File: src/lpfc_div_cell.sv
module lpfc_div_cell #(
    parameter int W     = 25,
    parameter int QW    = 17,
    parameter bit SHIFT = 1'b1
) (
    input  logic          clk,
    input  logic          en,
    input  logic [W-1:0]  rem_in,
    input  logic [W-2:0]  den_in,
    input  logic [QW-1:0] q_in,
    output logic [W-1:0]  rem_out,
    output logic [W-2:0]  den_out,
    output logic [QW-1:0] q_out
);

    logic [W-1:0]  part;
    logic          take;
    logic [W-1:0]  rem_next;
    logic [QW-1:0] q_next;
    logic [W-1:0]  rem_reg;
    logic [W-2:0]  den_reg;
    logic [QW-1:0] q_reg;

    // one quotient bit of restoring division
    always_comb
    begin
        part     = SHIFT ? {rem_in[W-2:0], 1'b0} : rem_in;
        take     = (part >= {1'b0, den_in});
        rem_next = take ? (part - {1'b0, den_in}) : part;
        q_next   = {q_in[QW-2:0], take};
    end

    always_ff @(posedge clk)
    begin
        if (en)
        begin
            rem_reg <= rem_next;
            den_reg <= den_in;
            q_reg   <= q_next;
        end
    end

    assign rem_out = rem_reg;
    assign den_out = den_reg;
    assign q_out   = q_reg;

endmodule

File: config.mk
export PLATFORM = sky130hd
export DESIGN_NAME = lpfc_div_cell
export DESIGN_NICKNAME = d
export VERILOG_FILES = /design/src/lpfc_div_cell.sv
export SDC_FILE = /design/constraint.sdc
export NUM_CORES = 1
export LEC_CHECK = 0
export BUFFER_PORTS_ARGS = -buffer_cell sky130_fd_sc_hd__buf_2
export CAP_MARGIN = 15
export CORE_MARGIN = 4
export CORE_UTILIZATION = 40
export DETAILED_ROUTE_END_ITERATION = 10
export PLACE_DENSITY = 0.66
export SYNTH_ARGS = -nofsm -noshare
export SYNTH_HDL_FRONTEND = slang
export SYNTH_SLANG_ARGS = --single-unit
File: constraint.sdc
create_clock -name clk -period 5.6 [get_ports clk]
set_input_delay 0.28 -clock clk [delete_from_list [all_inputs] [get_ports clk]]
set_output_delay 0.28 -clock clk [all_outputs]
set_load 0.05 [all_outputs]
==> run summary <==
number of failing hold endpoints at the final stage = 0
CP Data Required Time = 5.69 ns
Cell Pwr Density = 348.2 nW/µm²
Worst setup startpoint = den_in[1]
Post-Syn Instances = 329
kind of end point of the critical path = flip-flop
count of maximum capacitance violations = 0
standard-cell rows = 34
post-placement worst setup slack = 2.496 ns
Worst Setup Start Kind = input port
CP max FO = 41
final wirelength = 8540 µm
last element of the critical path = rem_out[16]
routability-driven placement congestion ratio = 0.8373
maximum ir drop on the vdd rail = 132.9 µV
most common cell after layout, fill and taps aside = sky130_fd_sc_hd__buf_2
path type of the worst setup path = in2reg
relative area change from synthesis to final layout = 26.99%
share of final-layout standard cells stronger than drive strength 1 = 33.91%
f_max = 0.3664 GHz
highest-count cells in the layout ignoring fill and taps = 131 x sky130_fd_sc_hd__buf_2, 66 x sky130_fd_sc_hd__edfxtp_1, 35 x sky130_fd_sc_hd__nand2_1, 34 x sky130_fd_sc_hd__o21ai_0, 28 x sky130_fd_sc_hd__inv_1
width of the die = 104.0 µm
Net Count, Synth = 422
Post-CTS Hold Buffers = 0
I/O Pins = 134
RSZ-0062 raised after global routing = false
Initial Utilization = 41.66%
leakage power total = 0.002133 µW
clk sink count = 66
Ys Warns = 0
pin count of the biggest net entering global routing = 67
clock buffers created by TritonCTS = 9
number of synthesized register bits = 66
Total GRT Usage = 15.68%
drt drc = 0
unique cell type count in the Yosys netlist = 47
startpoint of the lowest-slack hold path = q_in[15]
sum of internal, switching and leakage power = 1630 µW
number of synthesized flops with an enable pin = 66
post-synth design cell area = 3686 µm²
Via Count = 2892
min cycle time layout = 2.729 ns
register area share after synthesis = 53.77%
post-route antenna net violation count = 0
global-route wire length before repair = 13870 µm
Setup Fix Bufs, Post-CTS = 0
final-layout setup total negative slack = 0 ns
clock tree from TritonCTS = yes
Resize count post-CTS = 0
share of synthesized flip-flops with an asynchronous set or reset = 0%
final antenna diode count = 0
Worst-Margin Slew = 0.8561 ns
dominant synthesized flop cell = sky130_fd_sc_hd__edfxtp_1
final global-route overflow total = 0
Final Cycle Share = 48.74%
WL met1 = 3978 µm
routed wire length on met3 = 539 µm
DR top layer = met4
synthesized area divided by synthesized cell count = 11.20 µm²
vias in the first global route = 2951
result of the run = completed
clock share of power = 32.9%
IO Port Bufs = 131
Rel. slew slack = 42.92%
starting DRC count in detailed routing = 159
final max-slew violation count = 0
number of search-and-repair iterations in the first detailed-routing pass = 4
net count of the finished layout = 554
path class of the lowest-slack min-delay path = in2reg
Comb pwr share = 29.0%
fill cell total of the finished layout = 840
endpoints failing setup = 0
Max Buffers Root-to-Sink = 2
net switching power figure = 541.4 µW
post-DR wirelength/cell = 14.88 µm
clock tree root driver cell = sky130_fd_sc_hd__clkbuf_8
die extent in y = 104.0 µm
initial antenna violation count = 0
total die area = 10820 µm²
fraction of power consumed by sequential logic = 38.1%
internal power = 1089 µW
number of H-tree levels = 3
Net Sw Frac = 33.21%
half-perimeter wire length after detailed placement = 6396 µm
worst setup margin = 2.871 ns
end-of-flow core utilization = 52.90%
Data arrival, critical path = 2.82 ns
met2 WL = 3974 µm
via density per instance = 5.038
total core area = 8848 µm²
Clock Pin Slew Worst Setup and Hold Paths = 0.08 ns
[power groups by stage]
| stage | registers, µW | clock network [µW] | logic (µW) |
|---|---|---|---|
| 3_5_place_dp | 633 | 0 | 472 |
| 5_1_grt | 627 | 576 | 508 |
| 2_1_floorplan | 825 | 0 | 165 |
| 6_report | 622 | 536 | 472 |
| 3_3_place_gp | 632 | 0 | 467 |
| 4_1_cts | 623 | 555 | 474 |
[worst max-delay path, stage by stage]
cell                        delay (ns)
sky130_fd_sc_hd__buf_2            0.11
sky130_fd_sc_hd__inv_1            0.04
sky130_fd_sc_hd__ha_1             0.28
sky130_fd_sc_hd__nor2b_1          0.16
sky130_fd_sc_hd__o2111ai_2        0.18
sky130_fd_sc_hd__nand3_2          0.19
sky130_fd_sc_hd__a221o_2          0.45
sky130_fd_sc_hd__a31oi_4          0.25
sky130_fd_sc_hd__o21a_4           0.45
sky130_fd_sc_hd__inv_2            0.11
sky130_fd_sc_hd__mux2_4           0.30
[layer usage]
layer  vias up  global-route usage, %
met2        94                  25.86
li1       1465                      -
met5         -                      0
met1      1331                  20.32
met4         0                  4.463
met3         2                  4.159
[Yosys cell counts (all sizes together) (5+ instances only)]
cell	number	area share (%)
a21oi	25	3.4
xnor2	10	2.4
ha	24	8.1
and3	7	1.2
o21ai	35	4.8
a21o	13	2.6
nand2	35	3.6
nor3	6	0.81
nand2b	5	0.85
nor2	11	1.1
xor2	10	2.4
inv	29	3.0
nand3	6	0.95
edfxtp	66	54
clkbuf	8	0.85
[per-stage QoR]
stage	cell area, µm²	std cells	hold slack [ns]
after global placement	4415	558	0.4563
final	4681	574	0.1142
after detailed placement	4415	558	0.4581
after global routing	4681	574	0.09261
after floorplan	3686	329	0.3789
after CTS	4681	574	0.09532
[kinds of logic after synthesis]
kind of cell / count (synthesis) / share of synthesized area, %
AO/OA/AOI/OAI: 94 / 16.12
adder cells (fa/ha/maj): 25 / 8.690
XOR/XNOR: 20 / 4.752
AND/OR/NAND/NOR: 79 / 10.15
multiplexers: 5 / 1.697
buffers and inverters: 40 / 4.820
flip-flops: 66 / 53.77
[registers in the layout, summed over array words and instances, names as in the netlist]
signal,flops
rem_out,25
den_out,24
q_out,17
[area by class of cell]
class                           instances  area [µm²]  share of cell area, %
Clock buffer                           10       127.6                  2.727
Clock inverter                          6       137.6                  2.940
Inverter                               29       108.9                  2.326
Multi-Input combinational cell        223        1526                  32.61
Sequential cell                        66        1982                  42.34
Tap cell                              108       135.1                  2.887
Timing Repair Buffer                  132       663.1                  14.17
[worst min-delay path by stage]
stage / cells after the start / slack, ns / endpoint
2_1_floorplan: 0 / 0.38 / den_out[0]
3_3_place_gp: 1 / 0.46 / q_out[12]
3_5_place_dp: 1 / 0.46 / q_out[7]
4_1_cts: 1 / 0.1 / q_out[12]
5_1_grt: 1 / 0.09 / q_out[8]
6_report: 1 / 0.11 / q_out[16]
(Power assumes the default switching activity.)
