[src/lpfc_isqrt_cell.sv]
module lpfc_isqrt_cell #(
    parameter int W = 48,
    parameter int B = 0
) (
    input  logic         clk,
    input  logic         en,
    input  logic [W-1:0] v_in,
    input  logic [W-1:0] res_in,
    output logic [W-1:0] v_out,
    output logic [W-1:0] res_out
);

    localparam logic [W-1:0] BIT_VAL = W'(1) << (2 * B);

    logic [W-1:0] trial;
    logic         take;
    logic [W-1:0] v_next;
    logic [W-1:0] res_next;
    logic [W-1:0] v_reg;
    logic [W-1:0] res_reg;

    // resolve one root bit: subtract the trial when it fits
    always_comb
    begin
        trial = res_in + BIT_VAL;
        take  = (v_in >= trial);
        if (take)
        begin
            v_next   = v_in - trial;
            res_next = (res_in >> 1) + BIT_VAL;
        end
        else
        begin
            v_next   = v_in;
            res_next = res_in >> 1;
        end
    end

    always_ff @(posedge clk)
    begin
        if (en)
        begin
            v_reg   <= v_next;
            res_reg <= res_next;
        end
    end

    assign v_out   = v_reg;
    assign res_out = res_reg;

endmodule

[config.mk]
export PLATFORM = sky130hd
export DESIGN_NAME = lpfc_isqrt_cell
export DESIGN_NICKNAME = d
export VERILOG_FILES = /design/src/lpfc_isqrt_cell.sv
export SDC_FILE = /design/constraint.sdc
export NUM_CORES = 1
export LEC_CHECK = 0
export BUFFER_PORTS_ARGS = -buffer_cell sky130_fd_sc_hd__buf_2
export CORE_AREA = 2 2 156 128
export DETAILED_ROUTE_END_ITERATION = 16
export DIE_AREA = 0 0 158 130
export HOLD_SLACK_MARGIN = 0.08
export PLACE_DENSITY = 0.68
export SLEW_MARGIN = 20
export SYNTH_ARGS = -nofsm -noshare
export SYNTH_HDL_FRONTEND = slang
export SYNTH_SLANG_ARGS = --single-unit
export TNS_END_PERCENT = 100
[constraint.sdc]
create_clock -name clk -period 7.63 [get_ports clk]
set_clock_uncertainty 0.1 [all_clocks]
set_input_delay 1.1445 -clock clk [delete_from_list [all_inputs] [get_ports clk]]
set_output_delay 1.1445 -clock clk [all_outputs]
set_load 0.05 [all_outputs]
==> reports/metrics.cfg, run 1 <==
[outcome]
status = complete, no violations

[cells_and_area]
drive_gt1_share_pct = 23.4
fin_util_pct = 50.9
final_nets = 1246
area_growth_pct = 16.5

[critical_path]
cp_max_fo = 18
crit_chain = buf_2, ha_1, nand3_4, or3_4, or2_1, nor2_8, and4_1, and2_2, nand2_1, xor2_1, ha_1, nand2_1, nor3_1, a221oi_1, o211ai_1, o21a_1, buf_4, nand4_1, xnor2_1
startpoint_type = input port
worst_setup_path_end_kind = register
cp_data_required_time_ns = 7.64
criticalPathCategory = input port to register
cp_slowest_cell = o21a_1
arrival_ns = 6.22
cp_slowest_stage_delay_ns = 0.67

[floorplan]
die_width_um = 158
start_util_pct = 43.7
core_area_mm2 = 0.0192
pin_count = 194
die_height_um = 130
num_rows = 46
die_area_mm2 = 0.0205

[placed_design]
hpwlAfterDp_mm = 21.0
port_buffers = 193
gp_congestion = 0.968

[sta]
tightest_slew_ns = 0.894
hold_viol_final = 0
fin_setup_tns_ns = 0
hold-worst-slack_ns = 0.979
max_freq_ghz = 0.161
drv_slew = 0
setup_viol = 0
finalCritPeriodShare_pct = 81.3
rsz0062_at_grt = false
slew_headroom_pct = 40.4
period_minus_slack_ns = 6.21

[route]
routed_via_density = 5.70
first_pass_iters = 5
drc_errors = 0
drt_iter0_markers = 667
postRouteAntennaNets = 0
wl_per_cell_um = 19.5
vias = 7793
routed_wl_mm = 26.6

[cts]
tritoncts = built
cts-root-buf = clkbuf_16
htree_levels = 3
cts_setup_buffers = 0
cts_sinks = 96
path_clk_slew_ns = 0.08
ctsHoldBuffers = 0
cts_resized = 0
cts_buffers = 9
cts_max_path_buffers = 2

[yosys]
yosys-top-cells-area = edfxtp_1 34%, ha_1 7.5%, xor2_1 7.2%
synth_area_per_cell_um2 = 8.95
synth_top_area_cell = edfxtp_1
ys_seq_area_share_pct = 34.3
syn_nets = 1087
synth_top_area_share_pct = 34.3
synth_flop_cell = edfxtp_1
yosysUniqueCellTypes = 81
synth_edf_count = 96
synth-seq-cells = 96
ys_async_sr_fraction_pct = 0
syn_area_mm2 = 0.00839
yosys_warnings = 0
syn_inst = 938

[grt]
grt_pass1_vias = 7111
antenna_found_initial = 2
grt_max_degree = 67
grt_pass1_wl_mm = 39.7
overflow = 0
grt_usage_pct = 25.4

[pwr]
powerDensity_mw_per_mm2 = 194
leakagePower_nw = 3.98
ir_drop_mv = 0.104
total_power_w = 0.00189

[job]
maxCapViolations = 0

[worst_hold_path]
min_path_type = input port to register
hold_path_end = v_out[43]
min_from = v_in[43]
hold_path_depth = 3

[power by group]
group | internal (W) | total (W) | switching [W]
Combinational | 0.000207 | 0.000732 | 0.000525
Sequential | 0.000656 | 0.000674 | 0.0000181
Clock | 0.000259 | 0.000489 | 0.000230
Total | 0.00112 | 0.00189 | 0.000772
[synthesized netlist by cell type, types with 3 or more instances]
cell type  count
o21bai_1      13
buf_2         25
ha_1          50
o21ai_1        9
a31oi_1        8
xor2_1        69
nor4_1         5
o31ai_1       11
a21o_1        19
o21a_1         9
or2_2          5
a211oi_1       5
xnor2_1       57
nor4_2         6
buf_4          4
and4_1         4
nand2_1      132
nand4_1       40
o211ai_1       7
a21oi_1       56
o21ai_0       55
or2_1          4
nor3_1        20
or3_1          3
buf_6          4
and2_1         6
edfxtp_1      96
nor4b_1        3
nor2b_1        6
clkbuf_1      16
nor3b_1        4
nand3_1       19
nor2_1        57
and3_1        14
inv_1         25
nand2b_1       5
nor3_2        13
[how the worst max path moves through the flow]
stage / from / end / slack (ns) / cells after the start
global placement: res_in[1] / res_out[8] / 1.24 / 19
global route: res_in[1] / res_out[35] / 1.10 / 19
detailed placement: res_in[1] / res_out[8] / 1.10 / 19
CTS: res_in[1] / res_out[8] / 1.45 / 19
floorplan: res_in[1] / v_out[45] / 2.32 / 20
finish: res_in[1] / res_out[8] / 1.42 / 19
[metal layers]
metal / track usage [%] / part of all wire, % / vias to the layer above
met5: 0 / 0 / -
met4: 7.21 / 2.1 / 0
met3: 5.61 / 8.7 / 43
met2: 37.8 / 43 / 372
met1: 37.2 / 47 / 3608
li1: - / - / 3770
[flip-flops by register name (all words and copies together), names as in the netlist]
register,cells
v_out,48
res_out,48
[area by class of cell]
| type | count | area [um2] |
|---|---|---|
| multi-input cells | 765 | 5150 |
| fillers | 1889 | 9440 |
| diodes | 1 | 2.50 |
| repair buffers | 199 | 1010 |
| clock inverters | 7 | 78.8 |
| inverters | 26 | 97.6 |
| clock buffers | 9 | 225 |
| well taps | 264 | 330 |
| flip-flops and latches | 96 | 2880 |
[through the flow]
stage	cell area, um2	cells	setup WS [ns]
global route	9780	1367	1.10
detailed placement	9470	1350	1.10
global placement	9470	1350	1.24
CTS	9780	1366	1.45
finish	9780	1367	1.42
floorplan	8390	938	2.32
[layout by cell type (no fill, tap or decap), drive strengths merged, types with 3 or more instances in the layout]
cell type  synthesis  layout
xor2              69      69
nor4b              3       3
o31ai             11      11
a21o              19      19
nand2            133     133
or2               10      10
and4               4       4
a31oi              9       9
o21bai            13      13
nor4              12      12
xnor2             57      57
and2               7       7
nand3             20      20
and3              15      15
nor2              59      59
nand2b             5       5
nor2b              6       6
o21ai             65      65
a211oi             5       5
ha                50      50
buf               33     199
nor3b              4       4
or4                3       3
nor3              34      34
or3                4       4
edfxtp            96      96
o211ai             7       7
nand4             42      42
inv               26      29
o21a               9       9
a21oi             56      56
clkbuf            18       9
[critical path, delay by kind of cell]
kind / cells / cell delay [ns]
xor+xnor: 2 / 0.33
compound gates: 3 / 1.24
fa+ha+maj: 2 / 0.66
simple gates: 10 / 2.43
buf+inv: 2 / 0.40
[cell families (layout without fill, tap and decap cells)]
| logic type | count (synthesis) | in the layout | synth area share, % |
|---|---|---|---|
| xor+xnor | 126 | 126 | 13.1 |
| other cells | 0 | 1 | 0 |
| compound gates | 222 | 222 | 16.8 |
| simple gates | 364 | 364 | 23.3 |
| buf+inv | 77 | 241 | 4.38 |
| fa+ha+maj | 51 | 51 | 7.69 |
| flops | 96 | 96 | 34.3 |
| mux | 2 | 2 | 0.253 |
Power figures use the tool's default switching activity.
==> run 2: changes to the inputs <==
--- a/config.mk
+++ b/config.mk
@@ -10,7 +10,7 @@
 export DETAILED_ROUTE_END_ITERATION = 16
 export DIE_AREA = 0 0 158 130
 export HOLD_SLACK_MARGIN = 0.08
-export PLACE_DENSITY = 0.68
+export PLACE_DENSITY = 0.7
 export SLEW_MARGIN = 20
 export SYNTH_ARGS = -nofsm -noshare
 export SYNTH_HDL_FRONTEND = slang
==> constraint.sdc (replaced) <==
create_clock -name clk -period 5.4 [get_ports clk]
set_clock_uncertainty 0.1 [all_clocks]
set_input_delay 0.81 -clock clk [delete_from_list [all_inputs] [get_ports clk]]
set_output_delay 0.81 -clock clk [all_outputs]
set_load 0.05 [all_outputs]
==> run 2 against run 1 <==
- sequential share of layout area fell by 0.97 points
- non-clock buffer count up 41
- sequential power increased by 41%
- via count is 1.3% higher
- count of clock-buffer cells in the layout is 1 higher
- clock power rose by 29%
- combinational power grew 48%
- sequential cell count is the same
- critical path depth stayed put
- power grew 40%
- cell count increased by 3.0%
==> reports/metrics.cfg, run 2 (synthesized netlist as in run 1, its figures left out) <==
[outcome]
status = complete, no violations

[floorplan]
num_rows = 46  ; unchanged
core_area_mm2 = 0.0192  ; unchanged
die_width_um = 158  ; unchanged
die_area_mm2 = 0.0205  ; unchanged
pin_count = 194  ; unchanged
start_util_pct = 43.7  ; unchanged
die_height_um = 130  ; unchanged

[sta]
drv_slew = 0  ; unchanged
max_freq_ghz = 0.197
setup_viol = 0  ; unchanged
finalCritPeriodShare_pct = 94.1
period_minus_slack_ns = 5.08
fin_setup_tns_ns = 0  ; unchanged
rsz0062_at_grt = false
hold_viol_final = 0  ; unchanged
tightest_slew_ns = 0.758  ; -0.136 ns
slew_headroom_pct = 49.5  ; +9.1 points

[pwr]
power_frac_seq_pct = 35.7  ; about the same
leakagePower_nw = 4.18  ; +5.0%
p_clk_share_pct = 23.8  ; -2.0 points
switchingPower_w = 0.00109  ; +41%
p_int_w = 0.00157  ; +40%
switching_share_pct = 41.0  ; +0.23 points
powerDensity_mw_per_mm2 = 263  ; +36%
ir_drop_mv = 0.171  ; +65%
p_comb_share_pct = 40.5  ; +1.9 points
total_power_w = 0.00266  ; +40%

[cells_and_area]
fin_cells = 1408  ; +3.0%
drive_gt1_share_pct = 26.2  ; +2.7 points
final_cell_mix = 192 x buf_2, 132 x nand2_1, 96 x edfxtp_1, 69 x xor2_1
final_nets = 1287  ; +3.3%
final_common_cell = buf_2
area_growth_pct = 20.5

[critical_path]
arrival_ns = 5.07  ; -1.15 ns
crit_chain = buf_2, ha_1, nand3_4, or3_4, or2_1, nor2_8, and4_1, and2_2, xnor2_1, ha_1, a21oi_1, o21ai_0, a21o_1, a221oi_1, o211ai_1, buf_4, o21ai_4, buf_4, o21ai_0
startpoint_type = input port
criticalPathCategory = input port to register
cp_slowest_cell = or3_4
worst_setup_path_end_kind = register
cp_max_fo = 33  ; +15
cp_slowest_stage_delay_ns = 0.42  ; -0.25 ns
cp_data_required_time_ns = 5.39  ; -2.25 ns

[placed_design]
hpwlAfterDp_mm = 21.4  ; +1.9%
gp_congestion = 0.921  ; -4.9%
dpl.cell_count = 1391  ; +3.0%
port_buffers = 193  ; unchanged

[cts]
cts_sinks = 96  ; unchanged
cts-root-buf = clkbuf_16
cts_buffers = 9  ; unchanged
cts_setup_buffers = 0  ; unchanged
path_clk_slew_ns = 0.07  ; about the same
tritoncts = built
cts_max_path_buffers = 2  ; unchanged
cts_resized = 0  ; unchanged
ctsHoldBuffers = 0  ; unchanged
htree_levels = 3  ; unchanged

[grt]
overflow = 0  ; unchanged
grt_pass1_vias = 7196  ; +1.2%
grt_pass1_wl_mm = 40.1  ; +0.87%
grt_usage_pct = 25.8  ; +0.32 points
antenna_found_initial = 1  ; -1
grt_max_degree = 56  ; -16%

[route]
routed_wl_mm = 26.8  ; +0.46%
vias = 7896  ; +1.3%
postRouteAntennaNets = 0  ; unchanged
routed_via_density = 5.61  ; -1.6%
wl_per_cell_um = 19.0  ; -2.5%
drt_iter0_markers = 823  ; +23%
drc_errors = 0  ; unchanged
first_pass_iters = 5  ; unchanged

[worst_hold_path]
min_path_type = input port to register

[job]
maxCapViolations = 0  ; unchanged

## run 2: metrics by stage
| step | instance area (um2) | util, % | worst slack [ns] | hold slack [ns] |
|---|---|---|---|---|
| final | 10100 | 52.6 | 0.318 | 0.641 |
| after global routing | 10100 | 52.6 | 0.0324 | 0.652 |
| after CTS | 10100 | 52.6 | 0.377 | 0.635 |
| after detailed placement | 9830 | 51.1 | 0.0232 | 1.01 |
| after global placement | 9830 | 51.1 | 0.165 | 1.01 |
| after floorplan | 8390 | - | 0.424 | 0.822 |
## run 2: worst max-delay path, delay by kind of cell
family / cells / cell delay, ns
AOI/OAI and AO/OA: 7 / 1.45
xor gates and xnor gates: 1 / 0.15
adders and majority gates: 2 / 0.56
buffers and inverters: 3 / 0.65
and+or+nand+nor: 6 / 1.44
## run 2: power groups by stage
stage | registers (W) | logic (W) | clock network (W)
after floorplan | 0.00126 | 0.000455 | 0
after global placement | 0.000969 | 0.00105 | 0
after detailed placement | 0.000967 | 0.00106 | 0
after CTS | 0.000952 | 0.00107 | 0.000649
after global routing | 0.000959 | 0.00115 | 0.000672
final | 0.000951 | 0.00108 | 0.000633
## run 2: layer usage
layer / global-route usage, % / share of wire, %
met1: 38.3 / 47
met2: 39.0 / 43
met3: 4.52 / 7.4
met4: 6.09 / 1.8
met5: 0 / 0
## run 2: layout make-up
type                       instances  area [um2]
fill                            1871        9110
multi-input combinational        765        5150
sequential                        96        2880
timing repair buffer             240        1370
tap                              264         330
clock buffer                      10         229
inverter                          26        97.6
clock inverter                     6        51.3
antenna                            1        2.50
## run 2: final timing paths
check             startpoint        end  slack, ns  cells after the start
hold / removal      v_in[14]  v_out[14]       0.64                      3
setup / recovery   res_in[1]  v_out[21]       0.32                     19
